==> src/sv/rvcexp_pkg.sv <==
`timescale 1ns / 1ps
// ----------------------------------------------------------------------------
// RVC expander package
// Opcodes, function codes, the result type and the base-format builders
// shared by the compressed instruction expander.
// ----------------------------------------------------------------------------
package rvcexp_pkg;

  // Base opcodes
  localparam logic [6:0] OP_LOAD   = 7'h03;
  localparam logic [6:0] OP_IMM    = 7'h13;
  localparam logic [6:0] OP_STORE  = 7'h23;
  localparam logic [6:0] OP_REG    = 7'h33;
  localparam logic [6:0] OP_LUI    = 7'h37;
  localparam logic [6:0] OP_BRANCH = 7'h63;
  localparam logic [6:0] OP_JALR   = 7'h67;
  localparam logic [6:0] OP_JAL    = 7'h6f;
  localparam logic [6:0] OP_SYSTEM = 7'h73;

  // Base funct3 / funct7 codes
  localparam logic [2:0] F3_ADD = 3'd0;
  localparam logic [2:0] F3_SLL = 3'd1;
  localparam logic [2:0] F3_W   = 3'd2;
  localparam logic [2:0] F3_XOR = 3'd4;
  localparam logic [2:0] F3_SR  = 3'd5;
  localparam logic [2:0] F3_OR  = 3'd6;
  localparam logic [2:0] F3_AND = 3'd7;
  localparam logic [6:0] F7_NONE = 7'h00;
  localparam logic [6:0] F7_ALT  = 7'h20;

  // Register numbers used implicitly by compressed forms
  localparam logic [4:0] REG_ZERO = 5'd0;
  localparam logic [4:0] REG_RA   = 5'd1;
  localparam logic [4:0] REG_SP   = 5'd2;

  // Quadrant and compressed funct3 codes
  localparam logic [1:0] QUAD_0 = 2'd0;
  localparam logic [1:0] QUAD_1 = 2'd1;
  localparam logic [1:0] QUAD_2 = 2'd2;

  localparam logic [2:0] C0_ADDI4SPN = 3'd0;
  localparam logic [2:0] C0_LW       = 3'd2;
  localparam logic [2:0] C0_SW       = 3'd6;

  localparam logic [2:0] C1_ADDI  = 3'd0;
  localparam logic [2:0] C1_JAL   = 3'd1;
  localparam logic [2:0] C1_LI    = 3'd2;
  localparam logic [2:0] C1_LUI   = 3'd3;
  localparam logic [2:0] C1_ARITH = 3'd4;
  localparam logic [2:0] C1_J     = 3'd5;

  localparam logic [1:0] C1A_SRLI = 2'd0;
  localparam logic [1:0] C1A_SRAI = 2'd1;
  localparam logic [1:0] C1A_ANDI = 2'd2;

  localparam logic [1:0] C1R_SUB = 2'd0;
  localparam logic [1:0] C1R_XOR = 2'd1;
  localparam logic [1:0] C1R_OR  = 2'd2;

  localparam logic [2:0] C2_SLLI = 3'd0;
  localparam logic [2:0] C2_LWSP = 3'd2;
  localparam logic [2:0] C2_MISC = 3'd4;
  localparam logic [2:0] C2_SWSP = 3'd6;

  typedef struct packed {
    logic [31:0] expanded;
    logic        illegal;
  } rvcexp_res_t;

  function automatic logic [31:0] mk_r(logic [6:0] f7, logic [4:0] rs2, logic [4:0] rs1,
                                       logic [2:0] f3, logic [4:0] rd, logic [6:0] op);
    return {f7, rs2, rs1, f3, rd, op};
  endfunction

  function automatic logic [31:0] mk_i(logic [11:0] imm, logic [4:0] rs1, logic [2:0] f3,
                                       logic [4:0] rd, logic [6:0] op);
    return {imm, rs1, f3, rd, op};
  endfunction

  function automatic logic [31:0] mk_s(logic [11:0] imm, logic [4:0] rs2, logic [4:0] rs1,
                                       logic [2:0] f3, logic [6:0] op);
    return {imm[11:5], rs2, rs1, f3, imm[4:0], op};
  endfunction

  function automatic logic [31:0] mk_b(logic [12:0] imm, logic [4:0] rs2, logic [4:0] rs1,
                                       logic [2:0] f3, logic [6:0] op);
    return {imm[12], imm[10:5], rs2, rs1, f3, imm[4:1], imm[11], op};
  endfunction

  function automatic logic [31:0] mk_u(logic [19:0] imm, logic [4:0] rd, logic [6:0] op);
    return {imm, rd, op};
  endfunction

  function automatic logic [31:0] mk_j(logic [20:0] imm, logic [4:0] rd, logic [6:0] op);
    return {imm[20], imm[10:1], imm[11], imm[19:12], rd, op};
  endfunction

endpackage

==> src/sv/rvcexp_in_if.sv <==
`timescale 1ns / 1ps
// ----------------------------------------------------------------------------
// RVC expander input channel
// Valid/ready channel carrying one compressed halfword per transfer.
// ----------------------------------------------------------------------------
interface rvcexp_in_if;
  logic        valid;
  logic        ready;
  logic [15:0] compressed;

  modport source (output valid, output compressed, input ready);
  modport sink (input valid, input compressed, output ready);
endinterface

==> src/sv/rvcexp_out_if.sv <==
`timescale 1ns / 1ps
// ----------------------------------------------------------------------------
// RVC expander output channel
// Valid/ready channel carrying one expanded word and its illegal flag.
// ----------------------------------------------------------------------------
interface rvcexp_out_if;
  logic        valid;
  logic        ready;
  logic [31:0] expanded;
  logic        illegal;

  modport source (output valid, output expanded, output illegal, input ready);
  modport sink (input valid, input expanded, input illegal, output ready);
endinterface

==> src/sv/rvcexp_decoder.sv <==
`timescale 1ns / 1ps
// ----------------------------------------------------------------------------
// RVC expander decoder
// Combinational translation of one compressed halfword into its 32-bit base
// instruction, with the illegal flag. The word is forced to zero when illegal.
// ----------------------------------------------------------------------------
module rvcexp_decoder (
  input  logic [15:0]              compressed_i,
  output rvcexp_pkg::rvcexp_res_t  res_o
);
  import rvcexp_pkg::*;

  logic [15:0] h;
  logic [4:0]  rd;
  logic [4:0]  rs2;
  logic [4:0]  rp;
  logic [4:0]  rq;
  logic [2:0]  f3;
  logic [11:0] imm6;
  logic        imm6_zero;
  logic [31:0] word;
  logic        ill;

  assign h         = compressed_i;
  assign rd        = h[11:7];
  assign rs2       = h[6:2];
  assign rp        = {2'b01, h[9:7]};
  assign rq        = {2'b01, h[4:2]};
  assign f3        = h[15:13];
  assign imm6      = {{6{h[12]}}, h[12], h[6:2]};
  // C.LUI and C.ADDI16SP draw their immediates from the same bits.
  assign imm6_zero = (h[12] == 1'b0) && (h[6:2] == 5'd0);

  always_comb begin
    word = '0;
    ill  = 1'b0;
    case (h[1:0])
      QUAD_0: begin
        case (f3)
          C0_ADDI4SPN: begin
            ill  = (h[12:5] == 8'd0);
            word = mk_i({2'b00, h[10:7], h[12:11], h[5], h[6], 2'b00},
                        REG_SP, F3_ADD, rq, OP_IMM);
          end
          C0_LW: begin
            word = mk_i({5'd0, h[5], h[12:10], h[6], 2'b00}, rp, F3_W, rq, OP_LOAD);
          end
          C0_SW: begin
            word = mk_s({5'd0, h[5], h[12:10], h[6], 2'b00}, rq, rp, F3_W, OP_STORE);
          end
          default: ill = 1'b1;
        endcase
      end
      QUAD_1: begin
        case (f3)
          C1_ADDI: word = mk_i(imm6, rd, F3_ADD, rd, OP_IMM);
          C1_JAL, C1_J: begin
            word = mk_j({{10{h[12]}}, h[8], h[10:9], h[6], h[7], h[2], h[11], h[5:3], 1'b0},
                        (f3 == C1_JAL) ? REG_RA : REG_ZERO, OP_JAL);
          end
          C1_LI: word = mk_i(imm6, REG_ZERO, F3_ADD, rd, OP_IMM);
          C1_LUI: begin
            ill = imm6_zero;
            if (rd == REG_SP) begin
              word = mk_i({{3{h[12]}}, h[4:3], h[5], h[2], h[6], 4'd0},
                          REG_SP, F3_ADD, REG_SP, OP_IMM);
            end else begin
              word = mk_u({{8{h[12]}}, imm6}, rd, OP_LUI);
            end
          end
          C1_ARITH: begin
            case (h[11:10])
              C1A_SRLI: begin
                ill  = h[12];
                word = mk_i({7'd0, h[6:2]}, rp, F3_SR, rp, OP_IMM);
              end
              C1A_SRAI: begin
                ill  = h[12];
                word = mk_i({F7_ALT, h[6:2]}, rp, F3_SR, rp, OP_IMM);
              end
              C1A_ANDI: word = mk_i(imm6, rp, F3_AND, rp, OP_IMM);
              default: begin
                // Register-register forms; bit 12 set selects RV64-only ops.
                ill = h[12];
                case (h[6:5])
                  C1R_SUB: word = mk_r(F7_ALT, rq, rp, F3_ADD, rp, OP_REG);
                  C1R_XOR: word = mk_r(F7_NONE, rq, rp, F3_XOR, rp, OP_REG);
                  C1R_OR:  word = mk_r(F7_NONE, rq, rp, F3_OR, rp, OP_REG);
                  default: word = mk_r(F7_NONE, rq, rp, F3_AND, rp, OP_REG);
                endcase
              end
            endcase
          end
          default: begin
            // C.BEQZ and C.BNEZ; bit 13 picks BNE.
            word = mk_b({{5{h[12]}}, h[6:5], h[2], h[11:10], h[4:3], 1'b0},
                        REG_ZERO, rp, {2'b00, h[13]}, OP_BRANCH);
          end
        endcase
      end
      QUAD_2: begin
        case (f3)
          C2_SLLI: begin
            ill  = h[12];
            word = mk_i({7'd0, rs2}, rd, F3_SLL, rd, OP_IMM);
          end
          C2_LWSP: begin
            ill  = (rd == REG_ZERO);
            word = mk_i({4'd0, h[3:2], h[12], h[6:4], 2'b00}, REG_SP, F3_W, rd, OP_LOAD);
          end
          C2_MISC: begin
            if (h[12] == 1'b0) begin
              if (rs2 == REG_ZERO) begin
                ill  = (rd == REG_ZERO);
                word = mk_i(12'd0, rd, F3_ADD, REG_ZERO, OP_JALR);
              end else begin
                word = mk_r(F7_NONE, rs2, REG_ZERO, F3_ADD, rd, OP_REG);
              end
            end else if (rs2 == REG_ZERO) begin
              if (rd == REG_ZERO) begin
                word = mk_i(12'd1, REG_ZERO, F3_ADD, REG_ZERO, OP_SYSTEM);
              end else begin
                word = mk_i(12'd0, rd, F3_ADD, REG_RA, OP_JALR);
              end
            end else begin
              word = mk_r(F7_NONE, rs2, rd, F3_ADD, rd, OP_REG);
            end
          end
          C2_SWSP: begin
            word = mk_s({4'd0, h[8:7], h[12:9], 2'b00}, rs2, REG_SP, F3_W, OP_STORE);
          end
          default: ill = 1'b1;
        endcase
      end
      default: ill = 1'b1;
    endcase
    if (ill) begin
      word = '0;
    end
  end

  assign res_o.expanded = word;
  assign res_o.illegal  = ill;

endmodule

==> src/sv/rv32c_instruction_expander_unit.sv <==
`timescale 1ns / 1ps
// A transfer is held in the input register, then expanded into the result register.
// Throughput: one halfword per cycle; both pipeline registers advance together
// whenever the output side takes its result, so a stall only holds occupied stages.
// Reset clears both stage valid flags; payload registers are not reset.
// ----------------------------------------------------------------------------
// RV32C instruction expander
// Input register, combinational expansion and result register, with
// valid/ready flow control on both sides.
// ----------------------------------------------------------------------------
module rv32c_instruction_expander_unit (
  input  logic       clk_i,
  input  logic       rst_ni,
  rvcexp_in_if.sink  cmp_i,
  rvcexp_out_if.source exp_o
);
  import rvcexp_pkg::*;

  logic        in_vld_q;
  logic [15:0] in_cmp_q;
  logic        out_vld_q;
  rvcexp_res_t out_res_q;
  rvcexp_res_t dec_res;
  logic        out_rdy;
  logic        in_rdy;

  rvcexp_decoder u_dec (
    .compressed_i (in_cmp_q),
    .res_o        (dec_res)
  );

  // A stage may load when it is empty or its content moves on this cycle.
  assign out_rdy = !out_vld_q || exp_o.ready;
  assign in_rdy  = !in_vld_q || out_rdy;

  always_ff @(posedge clk_i or negedge rst_ni) begin
    if (!rst_ni) begin
      in_vld_q  <= 1'b0;
      out_vld_q <= 1'b0;
    end else begin
      if (in_rdy) begin
        in_vld_q <= cmp_i.valid;
      end
      if (out_rdy) begin
        out_vld_q <= in_vld_q;
      end
    end
  end

  always_ff @(posedge clk_i) begin
    if (in_rdy && cmp_i.valid) begin
      in_cmp_q <= cmp_i.compressed;
    end
    if (out_rdy && in_vld_q) begin
      out_res_q <= dec_res;
    end
  end

  assign cmp_i.ready    = in_rdy;
  assign exp_o.valid    = out_vld_q;
  assign exp_o.expanded = out_res_q.expanded;
  assign exp_o.illegal  = out_res_q.illegal;

endmodule
==> src/flat_wrapper.sv <==
// flat-port wrapper written by rule: the top's interface ports become plain ports
module rv32c_instruction_expander_unit_flat import rvcexp_pkg::*;
  (clk_i, rst_ni, cmp_i_valid, cmp_i_compressed, cmp_i_ready, exp_o_valid, exp_o_expanded, exp_o_illegal, exp_o_ready);
  rvcexp_in_if cmp_i_i ();
  rvcexp_out_if exp_o_i ();
  input  logic clk_i;
  input  logic rst_ni;
  input wire logic [$bits(cmp_i_i.valid)-1:0] cmp_i_valid;
  input wire logic [$bits(cmp_i_i.compressed)-1:0] cmp_i_compressed;
  output wire logic [$bits(cmp_i_i.ready)-1:0] cmp_i_ready;
  output wire logic [$bits(exp_o_i.valid)-1:0] exp_o_valid;
  output wire logic [$bits(exp_o_i.expanded)-1:0] exp_o_expanded;
  output wire logic [$bits(exp_o_i.illegal)-1:0] exp_o_illegal;
  input wire logic [$bits(exp_o_i.ready)-1:0] exp_o_ready;
  assign cmp_i_i.valid = cmp_i_valid;
  assign cmp_i_i.compressed = cmp_i_compressed;
  assign cmp_i_ready = cmp_i_i.ready;
  assign exp_o_valid = exp_o_i.valid;
  assign exp_o_expanded = exp_o_i.expanded;
  assign exp_o_illegal = exp_o_i.illegal;
  assign exp_o_i.ready = exp_o_ready;
  rv32c_instruction_expander_unit u_core (.clk_i(clk_i), .rst_ni(rst_ni), .cmp_i(cmp_i_i), .exp_o(exp_o_i));
endmodule
==> config.mk <==
export PLATFORM = sky130hd
export DESIGN_NAME = rv32c_instruction_expander_unit_flat
export DESIGN_NICKNAME = d
export VERILOG_FILES = /design/src/sv/rvcexp_pkg.sv /design/src/sv/rvcexp_in_if.sv /design/src/sv/rvcexp_out_if.sv /design/src/sv/rvcexp_decoder.sv /design/src/sv/rv32c_instruction_expander_unit.sv /design/src/flat_wrapper.sv
export SDC_FILE = /design/constraint.sdc
export NUM_CORES = 1
export LEC_CHECK = 0
export BUFFER_PORTS_ARGS = -buffer_cell sky130_fd_sc_hd__buf_2
export CORE_ASPECT_RATIO = 0.9
export CORE_MARGIN = 2
export CORE_UTILIZATION = 45
export CTS_CLUSTER_DIAMETER = 60
export DETAILED_ROUTE_END_ITERATION = 6
export GPL_ROUTABILITY_DRIVEN = 0
export MAX_ROUTING_LAYER = met4
export PLACE_DENSITY = 0.66
export SYNTH_ARGS = -nofsm -noshare
export SYNTH_HDL_FRONTEND = slang
export SYNTH_SLANG_ARGS = --single-unit
==> constraint.sdc <==
create_clock -name clk_i -period 2.8 [get_ports clk_i]
set_input_delay 0.14 -clock clk_i [delete_from_list [all_inputs] [get_ports clk_i]]
set_output_delay 0.14 -clock clk_i [all_outputs]
set_load 0.005 [all_outputs]
======== Yosys cells after proc, flatten, opt, wreduce, memory -nomap -nowiden ========
Index checks and enable logic that the tools add are counted.
word-level totals
  latch bits .............................. 0
  ROM bits ................................ 0
  bits in registers ....................... 51
  logic and storage cells ................. 54
  memories kept ........................... 0
  output and inout port bits .............. 35
  input bits .............................. 20
  memory bits (writable) .................. 0
operators by class
  bitwise gates (word level) .............. 1
  divide/modulo/power cells ............... 0
  $lt $le $gt $ge ......................... 0
  add/subtract/negate cells ............... 0
  multipliers ............................. 0
  equality and inequality tests ........... 13
  muxes and demuxes ....................... 19
  reduce and logical (&&, ||, !) cells .... 16
  shift operators ......................... 0
operators by type and width
  kind                                                 count
  one-hot mux 32 bit (3 select lines)                  2
  one-hot mux 32 bit (5 select lines)                  1
  one-hot mux 32 bit (4 select lines)                  1
  one-hot mux 31 bit (3 select lines)                  1
  one-hot mux 30 bit (3 select lines)                  1
  two-way mux 32 bit                                   2
  two-way mux 29 bit                                   1
  two-way mux 25 bit                                   1
  two-way mux 21 bit                                   1
  zero test 5 bit                                      2
  equality test 3 bit, second input constant           3
  zero test 8 bit                                      1
  equality test 2 x 1 -> 1 bit, second input constant  3
  equality test 2 bit, second input constant           3
  equality test 3 x 2 -> 1 bit, second input constant  2
  zero test 2 bit                                      3
  equality test 5 x 2 -> 1 bit, second input constant  1
  two-way mux 1 bit                                    4
  one-hot mux 1 bit (2 select lines)                   2
  one-hot mux 1 bit (4 select lines)                   1
  OR reduction 2 bit                                   2
  equality test 3 x 1 -> 1 bit, second input constant  1
  logical AND 1 bit                                    3
  zero test 3 bit                                      1
  4 further kinds                                      6

======== Longest topological paths before layout ========
  word-level depth ........................ 6
  mapped depth ............................ 8
  mapped depth without buffers ............ 5

======== Modules after synthesis ========
From an unflattened synthesis, not the netlist that was laid out.
unflattened totals
  cells, all modules ...................... 340
  area total of the unflattened synthesis .. 3203.1 sq um
modules (own cells, without submodules)
  module                           times used  area each (sq um)  cells an instance  sequential area each (sq um)
  rvcexp_decoder                   1           1627.8             283                0.0
  rv32c_instruction_expander_unit  1           1575.3             57                 1521.5

======== Least setup slack after synthesis ========
OpenSTA, ideal clock, no wires.
  path kind ............................... register to register
  from .................................... register u_core.in_cmp_q[11]
  to ...................................... register u_core.out_res_q (netlist bit u_core.exp_o.expanded[24]) (data pin)
  data required time ...................... 2.546 ns
  period minus slack after synthesis ...... 1.990 ns
  path buffers ............................ 1
  library setup time ...................... 0.254 ns
  cell stages (with the launch flop) ...... 7
  path slack .............................. 0.810 ns
  data arrival time ....................... 1.736 ns
  path through ............................ edfxtp_1 > buf_6 > or4_4 > a2111oi_4 > o22ai_1 > a21oi_1 > nor2_1
on the way
  longest elaborated chain between the ends .. 5
  elaborated cells on any way between the ends .. 18
  those cells by class .................... eq/ne (3); mux (12); reduce/logical (3)
RTL lines
  what                                RTL line                                      source
  from (decl)                         rv32c_instruction_expander_unit.sv:20         logic [15:0] in_cmp_q;
  from (signal assigned)              rv32c_instruction_expander_unit.sv:52         in_cmp_q <= cmp_i.compressed;
  zero test 5 bit                     rvcexp_decoder.sv:108, rvcexp_decoder.sv:114
  two-way mux 1 bit                   rvcexp_decoder.sv:113                         if (rs2 == REG_ZERO) begin
  two-way mux 1 bit                   rvcexp_decoder.sv:112                         if (h[12] == 1'b0) begin
  one-hot mux 1 bit (4 select lines)  rvcexp_decoder.sv:102                         case (f3)
  one-hot mux 1 bit (3 select lines)  rvcexp_decoder.sv:37                          case (h[1:0])
  to (signal assigned)                rv32c_instruction_expander_unit.sv:55         out_res_q <= dec_res;
  to (decl)                           rv32c_instruction_expander_unit.sv:22         rvcexp_res_t out_res_q;
Several ways; a longest one is shown, not always the timed one.
A chain may end at the register's enable or synchronous reset.

======== Final worst setup path ========
  from .................................... register u_core.in_cmp_q[2]
  to ...................................... register u_core.out_res_q (netlist bit u_core.exp_o.expanded[14]) (data pin)
on the way
  longest elaborated chain between the ends .. 5
  elaborated cells on any way between the ends .. 11
  those cells by class .................... mux (9); reduce/logical (2)
RTL lines
  what                                                                                       RTL line
  zero test 5 bit (*)                                                                        rvcexp_decoder.sv:32, rvcexp_decoder.sv:113, rvcexp_decoder.sv:119
  two-way mux 32 bit or two-way mux 1 bit (tied branches)                                    rvcexp_decoder.sv:119, rvcexp_decoder.sv:113
  two-way mux 32 bit or two-way mux 1 bit (tied branches)                                    rvcexp_decoder.sv:112
  one-hot mux 32 bit (4 select lines) or one-hot mux 1 bit (4 select lines) (tied branches)  rvcexp_decoder.sv:102
  one-hot mux 32 bit (3 select lines) or one-hot mux 1 bit (3 select lines) (tied branches)  rvcexp_decoder.sv:37
Every way passes the cells marked *; elsewhere a longest branch is shown, timed or not.

==> impl_metrics.py <==
metrics = {
    "power": {
        "total_leakage_power_nw": 1.39,
        "irDropWorstVdd_mv": 0.247,
        "p_per_area_nw_per_um2": 457,
    },
    "synthesis": {
        "yosysTopAreaCellShare": 0.451,
        "synth_cells": 341,
        "most_used_standard_cell_by_instance_count_after_synthesis": "sky130_fd_sc_hd__edfxtp_1",
        "postSynth.topFlopCell": "sky130_fd_sc_hd__edfxtp_1",
        "ys_top_cells_by_count": "sky130_fd_sc_hd__edfxtp_1 (48), sky130_fd_sc_hd__a21oi_1 (35), sky130_fd_sc_hd__nor2_1 (30)",
        "synthArstFlopShare": 0.0400,
        "synth.ff_latch_count": 50,
        "synth-seq-area-share": 0.466,
        "synth_area_leader_cell": "sky130_fd_sc_hd__edfxtp_1",
        "synth-edff-count": 48,
        "mappedNetlistNets": 361,
        "syn_area_per_cell_um2": 9.38,
        "synth.area.top_cells": "sky130_fd_sc_hd__edfxtp_1 (45%), sky130_fd_sc_hd__a21oi_1 (5.5%), sky130_fd_sc_hd__o21ai_0 (3.8%)",
        "syn-cell-area_um2": 3200,
        "netlist-cell-type-count": 64,
        "synthesis.yosys.warnings": 0,
    },
    "setup_path": {
        "worst-r2r-setup-slack_ns": 0.48,
        "worstSetupEndpointType": "flip-flop",
        "worstPathMaxFanout": 23,
        "critical_path.startpoint_type": "flip-flop",
        "required_ns": 2.83,
        "critical_path_class": "flip-flop to flip-flop",
        "arrival_time_of_data_at_the_critical_path_endpoint_ns": 2.35,
    },
    "clock_network": {
        "clockRootBuffer": "sky130_fd_sc_hd__clkbuf_8",
        "cts-buffers-inserted": 5,
        "postCtsHoldBufs": 8,
        "cts.repair.resized": 0,
        "clk-insertion-delay-late_ns": 0.30,
        "tritoncts_clock_tree": "done",
        "ctsLongestPathBuffers": 2,
        "cts-htree-levels": 2,
        "clock_sink_count": 50,
        "clkSlewWorstSetupHoldPaths_ns": 0.08,
        "cts_setup_buffers": 0,
    },
    "outcome": {
        "violations": "DRC",
        "result_of_the_run": "finished, violations left",
    },
    "placed_design": {
        "placedInstanceArea_um2": 3600,
        "place.port_buffers": 54,
        "post-dp-hpwl_mm": 6.29,
    },
    "sta": {
        "finalWorstPathRequiredPeriod_ns": 2.32,
        "final-setup-viol-count": 0,
        "rsz0062_at_grt": "no",
        "fin_crit_sh": 0.828,
        "relSlewSlack": 0.558,
        "timing.fmax_ghz": 0.431,
        "final-max-slew-violation-count": 0,
        "finalSetupTns_ns": 0,
        "final_hold_viol_count": 0,
        "timing.clock.skew_ns": 0.00681,
        "transition_time_at_the_pin_with_the_least_slew_margin_ns": 0.663,
    },
    "die": {
        "die_width_um": 92.9,
        "coreArea_um2": 6970,
        "initial_utilization": 0.459,
        "standard_cell_row_count": 29,
        "design.die.area_um2": 7800,
        "die_h_um": 84.0,
        "io_pins": 55,
    },
    "global_route": {
        "via_count_of_the_first_global_routing_pass": 2886,
        "grt_first_pass_wirelength_mm": 14.8,
        "grt_max_degree": 33,
        "overflow": 0,
        "grt_usage": 0.247,
        "initial_antenna_violation_count": 0,
    },
    "drt": {
        "final_antenna_net_count": 0,
        "drt_pass1_iterations": 7,
        "detailed_router_s_first_iteration_violation_count": 686,
        "number_of_drc_violations_after_detailed_routing": 33,
        "post_drt_via_cell_ratio": 6.34,
        "avgRoutedWirePerCell_um": 18.6,
        "totalWireLength_mm": 9.16,
        "vias": 3126,
    },
    "job": {
        "cap_viol_max_count": 0,
    },
    "final_layout": {
        "antenna-diode-count": 0,
        "finish.instance_area_um2": 3810,
        "final_nets": 419,
        "num-fill-cells": 649,
        "final_layout_size_suffix_gt1_frac": 0.235,
        "areaGrowthSynthToFinish_pct": 19.1,
    },
    "hold_path": {
        "min-delay-path-class": "input pin to flip-flop",
    },
}
## layer usage
layer  share of wire  track usage  wire [um]
met1            0.40        0.334       3620
met2            0.44        0.351       4050
met3            0.12       0.0596       1120
met4           0.039        0.111        356
met5               0            -          0
## where the power goes
group	leakage, nW	total [mW]	switching, mW	internal [mW]
logic	0.843	0.375	0.221	0.154
registers	0.495	0.938	0.0486	0.889
clock network	0.0482	0.426	0.226	0.199
total	1.39	1.74	0.496	1.24
## cells in the final DEF (no fill, tap or decap), types with 3 or more instances in the layout
cell type / n
sky130_fd_sc_hd__buf_2: 54
sky130_fd_sc_hd__edfxtp_1: 48
sky130_fd_sc_hd__a21oi_1: 35
sky130_fd_sc_hd__nor2_1: 30
sky130_fd_sc_hd__o21ai_0: 24
sky130_fd_sc_hd__nand2_1: 21
sky130_fd_sc_hd__buf_4: 19
sky130_fd_sc_hd__dlygate4sd3_1: 12
sky130_fd_sc_hd__a31oi_1: 10
sky130_fd_sc_hd__nand2b_1: 9
sky130_fd_sc_hd__nor2b_1: 8
sky130_fd_sc_hd__nand3_1: 8
sky130_fd_sc_hd__o211ai_1: 8
sky130_fd_sc_hd__o21ai_1: 7
sky130_fd_sc_hd__nor3_1: 6
sky130_fd_sc_hd__and2_1: 6
sky130_fd_sc_hd__inv_1: 6
sky130_fd_sc_hd__clkbuf_8: 6
sky130_fd_sc_hd__a211oi_1: 4
sky130_fd_sc_hd__nand4_1: 3
sky130_fd_sc_hd__nand4b_1: 3
sky130_fd_sc_hd__nor3b_1: 3
sky130_fd_sc_hd__a21o_1: 3
sky130_fd_sc_hd__and3_1: 3
sky130_fd_sc_hd__o21a_1: 3
sky130_fd_sc_hd__a2111oi_0: 3
sky130_fd_sc_hd__a41oi_1: 3
sky130_fd_sc_hd__o22ai_1: 3
sky130_fd_sc_hd__a22o_1: 3
sky130_fd_sc_hd__a32oi_1: 3
## final timing paths
path                                              startpoint  cells past startpoint                                 endpoint
worst max-delay path            u_core.in_cmp_q[2]$_DFFE_PP_                      6  u_core.exp_o.expanded[14]$_SDFFCE_PP0P_
worst min-delay path                    cmp_i_compressed[12]                      1            u_core.in_cmp_q[12]$_DFFE_PP_
worst max register to register  u_core.in_cmp_q[2]$_DFFE_PP_                      6  u_core.exp_o.expanded[14]$_SDFFCE_PP0P_
worst min register to register   u_core.in_vld_q$_DFFE_PN0N_                      1           u_core.exp_o.valid$_DFFE_PN0P_
max in group asynchronous                             rst_ni                      2              u_core.in_vld_q$_DFFE_PN0N_
min in group asynchronous                             rst_ni                      2           u_core.exp_o.valid$_DFFE_PN0P_
## registers in the layout (all words and copies together) (netlist names)
register and cells:
u_core.exp_o.expanded 31, u_core.in_cmp_q 16, u_core.exp_o.illegal 1, u_core.exp_o.valid 1
u_core.in_vld_q 1
## critical path, cell delays in order (launching register included)
cell and delay [ns]:
sky130_fd_sc_hd__edfxtp_1 0.56, sky130_fd_sc_hd__nor4_2 0.33, sky130_fd_sc_hd__nand2b_1 0.23, sky130_fd_sc_hd__o31ai_1 0.31
sky130_fd_sc_hd__a211o_1 0.33, sky130_fd_sc_hd__buf_12 0.20, sky130_fd_sc_hd__nor4_1 0.07
## metrics by stage
step                cells  power (mW)   util  hold slack (ns)  worst slack, ns
floorplan             341        1.17      -           -0.156            0.810
global placement      473        1.30  0.516          -0.0746            0.605
detailed placement    473        1.30  0.516          -0.0736            0.558
CTS                   489        1.74  0.541         0.000627            0.537
global route          493        1.81  0.547          0.00414            0.286
finish                493        1.74  0.547          0.00343            0.481
## area by class of cell
type | instances | area, um^2 | area share
Multi-Input combinational cell | 247 | 1510 | 0.395
Sequential cell | 50 | 1490 | 0.392
Timing Repair Buffer | 87 | 573 | 0.151
Tap cell | 93 | 116 | 0.0306
Clock buffer | 7 | 86.3 | 0.0227
Inverter | 8 | 30.0 | 0.00789
Clock inverter | 1 | 5.00 | 0.00131
## kinds of logic after synthesis
| logic type | Yosys count | share of synthesized area |
|---|---|---|
| AOI/OAI and AO/OA | 132 | 0.275 |
| buffers and inverters | 44 | 0.0630 |
| DFF | 50 | 0.466 |
| muxes | 1 | 0.00352 |
| and+or+nand+nor | 114 | 0.192 |
Power figures use the tool's default switching activity.
